`config.mk`:
```
export PLATFORM = sky130hd
export DESIGN_NAME = iidl_cell
export DESIGN_NICKNAME = d
export VERILOG_FILES = /design/src/hdl/iidl_pkg.sv /design/src/hdl/iidl_cell.sv
export SDC_FILE = /design/constraint.sdc
export NUM_CORES = 1
export LEC_CHECK = 0
export BUFFER_PORTS_ARGS = -buffer_cell sky130_fd_sc_hd__buf_2
export CELL_PAD_IN_SITES_DETAIL_PLACEMENT = 0
export CELL_PAD_IN_SITES_GLOBAL_PLACEMENT = 1
export CORE_ASPECT_RATIO = 0.9
export CORE_MARGIN = 4
export CORE_UTILIZATION = 28
export CTS_CLUSTER_DIAMETER = 200
export DETAILED_ROUTE_END_ITERATION = 7
export PLACE_DENSITY = 0.91
export SLEW_MARGIN = 40
export SYNTH_ARGS = -nofsm -noshare
export SYNTH_HDL_FRONTEND = slang
export SYNTH_SLANG_ARGS = --single-unit
```
`constraint.sdc`:
```
create_clock -name clk -period 4.5 [get_ports clk]
set_input_delay 0.45 -clock clk [delete_from_list [all_inputs] [get_ports clk]]
set_output_delay 0.45 -clock clk [all_outputs]
set_load 0.02 [all_outputs]
```
`src/hdl/iidl_pkg.sv`:
```
// Shared types and constants for the indexed insert/delete list.
package iidl_pkg;

  localparam int WORD_W  = 32;
  localparam int IDX_W   = 8;
  localparam int CNT_OUT_W = 9;
  localparam int GRP     = 16;  // cells per read-gather group

  typedef enum logic [2:0] {
    RQ_APPEND      = 3'd0,
    RQ_PUSH_FRONT  = 3'd1,
    RQ_INSERT_AT   = 3'd2,
    RQ_REMOVE_AT   = 3'd3,
    RQ_REMOVE_FRONT = 3'd4,
    RQ_REMOVE_BACK = 3'd5,
    RQ_READ        = 3'd6,
    RQ_WRITE       = 3'd7
  } req_t;

  typedef enum logic [1:0] {
    ST_OK    = 2'd0,
    ST_RANGE = 2'd1,
    ST_FULL  = 2'd2,
    ST_EMPTY = 2'd3
  } status_t;

  typedef enum logic [1:0] {
    C_HOLD  = 2'd0,
    C_WRITE = 2'd1,
    C_INS   = 2'd2,
    C_DEL   = 2'd3
  } cell_op_t;

  typedef struct packed {
    cell_op_t                  op;
    logic signed [WORD_W-1:0]  value;
  } cell_ctrl_t;

endpackage

```
`src/hdl/iidl_cell.sv`:
```
// One list slot: holds a word and shifts with its neighbors on insert/delete.
module iidl_cell import iidl_pkg::*; #(
  parameter int POS_W = 8,
  parameter int POS   = 0
) (
  input  logic                     clk,
  input  cell_ctrl_t               ctrl,
  input  logic [POS_W-1:0]         pos,
  input  logic [IDX_W-1:0]         rd_index,
  input  logic signed [WORD_W-1:0] left_word,
  input  logic signed [WORD_W-1:0] right_word,
  output logic signed [WORD_W-1:0] word,
  output logic signed [WORD_W-1:0] rd_word
);

  localparam logic [POS_W-1:0] MY_POS = POS_W'(POS);
  localparam bit REACH = (POS < (1 << IDX_W));

  logic signed [WORD_W-1:0] word_next;
  logic                     hit;

  always_comb begin
    case (ctrl.op)
      C_WRITE: word_next = (MY_POS == pos) ? ctrl.value : word;
      C_INS: begin
        if (MY_POS > pos) word_next = left_word;
        else if (MY_POS == pos) word_next = ctrl.value;
        else word_next = word;
      end
      C_DEL:   word_next = (MY_POS >= pos) ? right_word : word;
      default: word_next = word;
    endcase
  end

  always_ff @(posedge clk) begin
    word <= word_next;
  end

  // this cell's share of the read gather
  assign hit     = REACH && (rd_index == IDX_W'(POS));
  assign rd_word = hit ? word : '0;

endmodule

```
==> flow_metrics.py <==
metrics = {
    "critical_path": {
        "cp_slowest_cell": "or4_1",
        "reg2regPathDepth": 2,
        "crit_path_cell_trace": "buf_2, or4_1, nor2_4, and2_1, buf_2",
        "path_class": "primary input to output port",
        "r2r-end": "word[18]",
        "crit_required_ns": 4.05,
        "cp_common_cell": "buf_2",
        "critPathMaxStageDelay_ns": 0.57,
        "cp-start-kind": "primary input",
        "reg2reg_slack_ns": 3.63,
        "critPathArrivalTime_ns": 1.99,
        "reg2reg_from": "word[18]",
        "end_kind": "output port",
        "cp_max_fo": 32,
    },
    "finish": {
        "seq_area_sq_um": 961,
        "largest_register_ffs": 32,
        "design_area_sq_um": 3000,
        "multi_input_area_sq_um": 1010,
        "syn2layout_area_growth_pct": 45.1,
        "nets": 481,
        "drive_above_1_share_pct": 44.9,
        "insertedDiodeCount": 0,
        "reg_top3": "word (32)",
        "fillCellCount": 748,
        "top_register": "word",
    },
    "yosys": {
        "syn_area_sq_um": 2070,
        "yosysSeqAreaShare_pct": 46.5,
        "synth_fp_nets": 345,
        "synth.distinct_cells": 17,
        "synth_cells": 228,
        "yosysWarnings": 0,
        "synth.avg_cell_area_sq_um": 9.06,
        "ys_seq_elements": 32,
    },
    "power": {
        "ir_drop_mv": 0.0919,
        "p_leak_uw": 0.00136,
        "power_density_nw_per_um2": 283,
        "power_uw": 848,
    },
    "die": {
        "die_x_microns": 98.5,
        "coreArea_sq_um": 7110,
        "row_count": 29,
        "die_h_microns": 89.5,
        "io_pins": 179,
        "dieArea_sq_um": 8820,
        "start_util_pct": 29.0,
    },
    "clock_tree": {
        "cts_hold_buf": 0,
        "numCtsBuffers": 5,
        "tritoncts": "built",
        "cts_root_buffer": "clkbuf_8",
        "cts.htree.levels": 2,
        "cts_buffer_depth": 2,
        "clk_latency_ns": 0.27,
        "post-cts-setup-buffers": 0,
        "path_clk_slew_ns": 0.07,
        "ctsResizeCount": 0,
        "clock-sinks": 32,
    },
    "global_route": {
        "grt_pass1_vias": 2095,
        "grt_max_degree": 37,
        "antenna_found_initial": 0,
        "grt_use_total_pct": 14.5,
        "grt-ovfl-total": 0,
        "grt_pass1_wl_microns": 10200,
    },
    "outcome": {
        "status": "complete, no violations",
    },
    "detailed_routing": {
        "vias": 2225,
        "detailroute.wirelength.met2_microns": 3220,
        "wl_met1_microns": 2930,
        "top_layer": "met4",
        "remaining_drc_errors": 0,
        "vias_per_cell": 4.86,
        "routed_wl_microns": 6840,
        "wl_met3_microns": 640,
        "first_pass_iters": 6,
        "ant_nets": 0,
        "drt-wirelength-per-cell_microns": 14.9,
        "drt_iter0_markers": 73,
    },
    "placement": {
        "place.gp.congestion": 0.769,
        "place_area_sq_um": 2890,
        "pre_cts_ws_ns": 1.87,
        "io_buffers": 146,
        "place_hpwl_microns": 4910,
    },
    "timing": {
        "fin_tns_setup_ns": 0,
        "post-route-period-util_pct": 54.2,
        "setup_ws_ns": 2.06,
        "rsz0062_at_grt": "no",
        "skew_ns": 0,
        "setup_violations": 0,
        "finalHoldViolCount": 0,
        "tightest_slew_ns": 0.705,
        "period_needed_ns": 2.44,
        "fmax_mhz": 410,
        "drv_slew": 0,
        "max-slew-margin-rel_pct": 53.0,
    },
    "job": {
        "drv_cap": 0,
    },
    "worst_hold_path": {
        "hold_class": "primary input to flip-flop",
        "hold_path.startpoint": "right_word[19]",
        "min_path_cells": 3,
        "whs_endpoint": "word[19]",
    },
}
logic make-up after synthesis:
kind of cell / Yosys count / share of synthesized area, %
flip-flops: 32 / 46.5
buffers and inverters: 25 / 5.45
AO/OA/AOI/OAI: 33 / 11.9
adder cells (fa/ha/maj): 2 / 1.21
AND/OR/NAND/NOR: 136 / 34.9
synthesized netlist by cell type:
| cell type | count | share of area, % |
|---|---|---|
| nand2_1 | 64 | 12 |
| and2_1 | 33 | 10 |
| edfxtp_1 | 32 | 47 |
| nand4_1 | 32 | 9.7 |
| o211ai_1 | 32 | 12 |
| clkbuf_1 | 13 | 2.4 |
| buf_2 | 6 | 1.5 |
| buf_4 | 3 | 1.1 |
| buf_1 | 2 | 0.36 |
| ha_1 | 2 | 1.2 |
| nor4_4 | 2 | 2.1 |
| or4_1 | 2 | 0.73 |
| inv_1 | 1 | 0.18 |
| nand2b_1 | 1 | 0.30 |
| nand3_1 | 1 | 0.24 |
| nor2_2 | 1 | 0.30 |
| o21ai_1 | 1 | 0.24 |
critical path, delay by kind of cell:
family | cells | cell delay (ns)
buffers and inverters | 2 | 0.25
AND/OR/NAND/NOR | 3 | 1.28
layout make-up:
type                    instances  area share (%)
clock buffers                   5            2.30
clock inverters                 3            1.25
inverters                       1           0.125
multi-input cells             171            33.7
flip-flops and latches         32            32.1
well taps                      93            3.88
repair buffers                153            26.6
metal layers:
metal,GRT usage (%),vias up
li1,-,1103
met1,17.3,1018
met2,25.4,98
met3,5.07,6
met4,3.35,0
met5,0,-
through the flow:
step | util (%) | hold slack (ns) | cells
2_1_floorplan | - | 0.655 | 228
3_3_place_gp | 40.1 | 0.646 | 448
3_5_place_dp | 40.6 | 0.656 | 450
4_1_cts | 42.1 | 0.448 | 458
5_1_grt | 42.1 | 0.448 | 458
6_report | 42.1 | 0.460 | 458
power breakdown:
group,internal (uW),switching (uW)
clock,161,110
sequential,371,19.7
combinational,75.6,110
cell usage in the layout, fill, tap and decap left out:
| master | n |
|---|---|
| nand3_1 | 1 |
| edfxtp_1 | 32 |
| nand2_1 | 64 |
| and2_1 | 33 |
| or4_1 | 2 |
| o211ai_1 | 32 |
| o21ai_4 | 1 |
| ha_1 | 2 |
| bufinv_16 | 1 |
| buf_8 | 2 |
| buf_4 | 5 |
| inv_1 | 1 |
| buf_2 | 146 |
| nor2_4 | 1 |
| clkinv_1 | 2 |
| nand2b_2 | 1 |
| clkbuf_8 | 5 |
| nand4_1 | 32 |
| nor4_4 | 2 |
worst max-delay path by stage:
stage                            from          end  slack (ns)  cells after the start
after detailed placement     ctrl[32]     word[22]        1.87                      7
after global routing      rd_index[5]   rd_word[6]        1.92                      5
after floorplan              ctrl[32]      word[0]        1.60                      4
final                     rd_index[5]  rd_word[20]        2.06                      5
after CTS                 rd_index[5]  rd_word[20]        2.01                      5
after global placement    rd_index[5]  rd_word[17]        1.77                      5
Note: power is estimated with default switching activity, not from simulation.
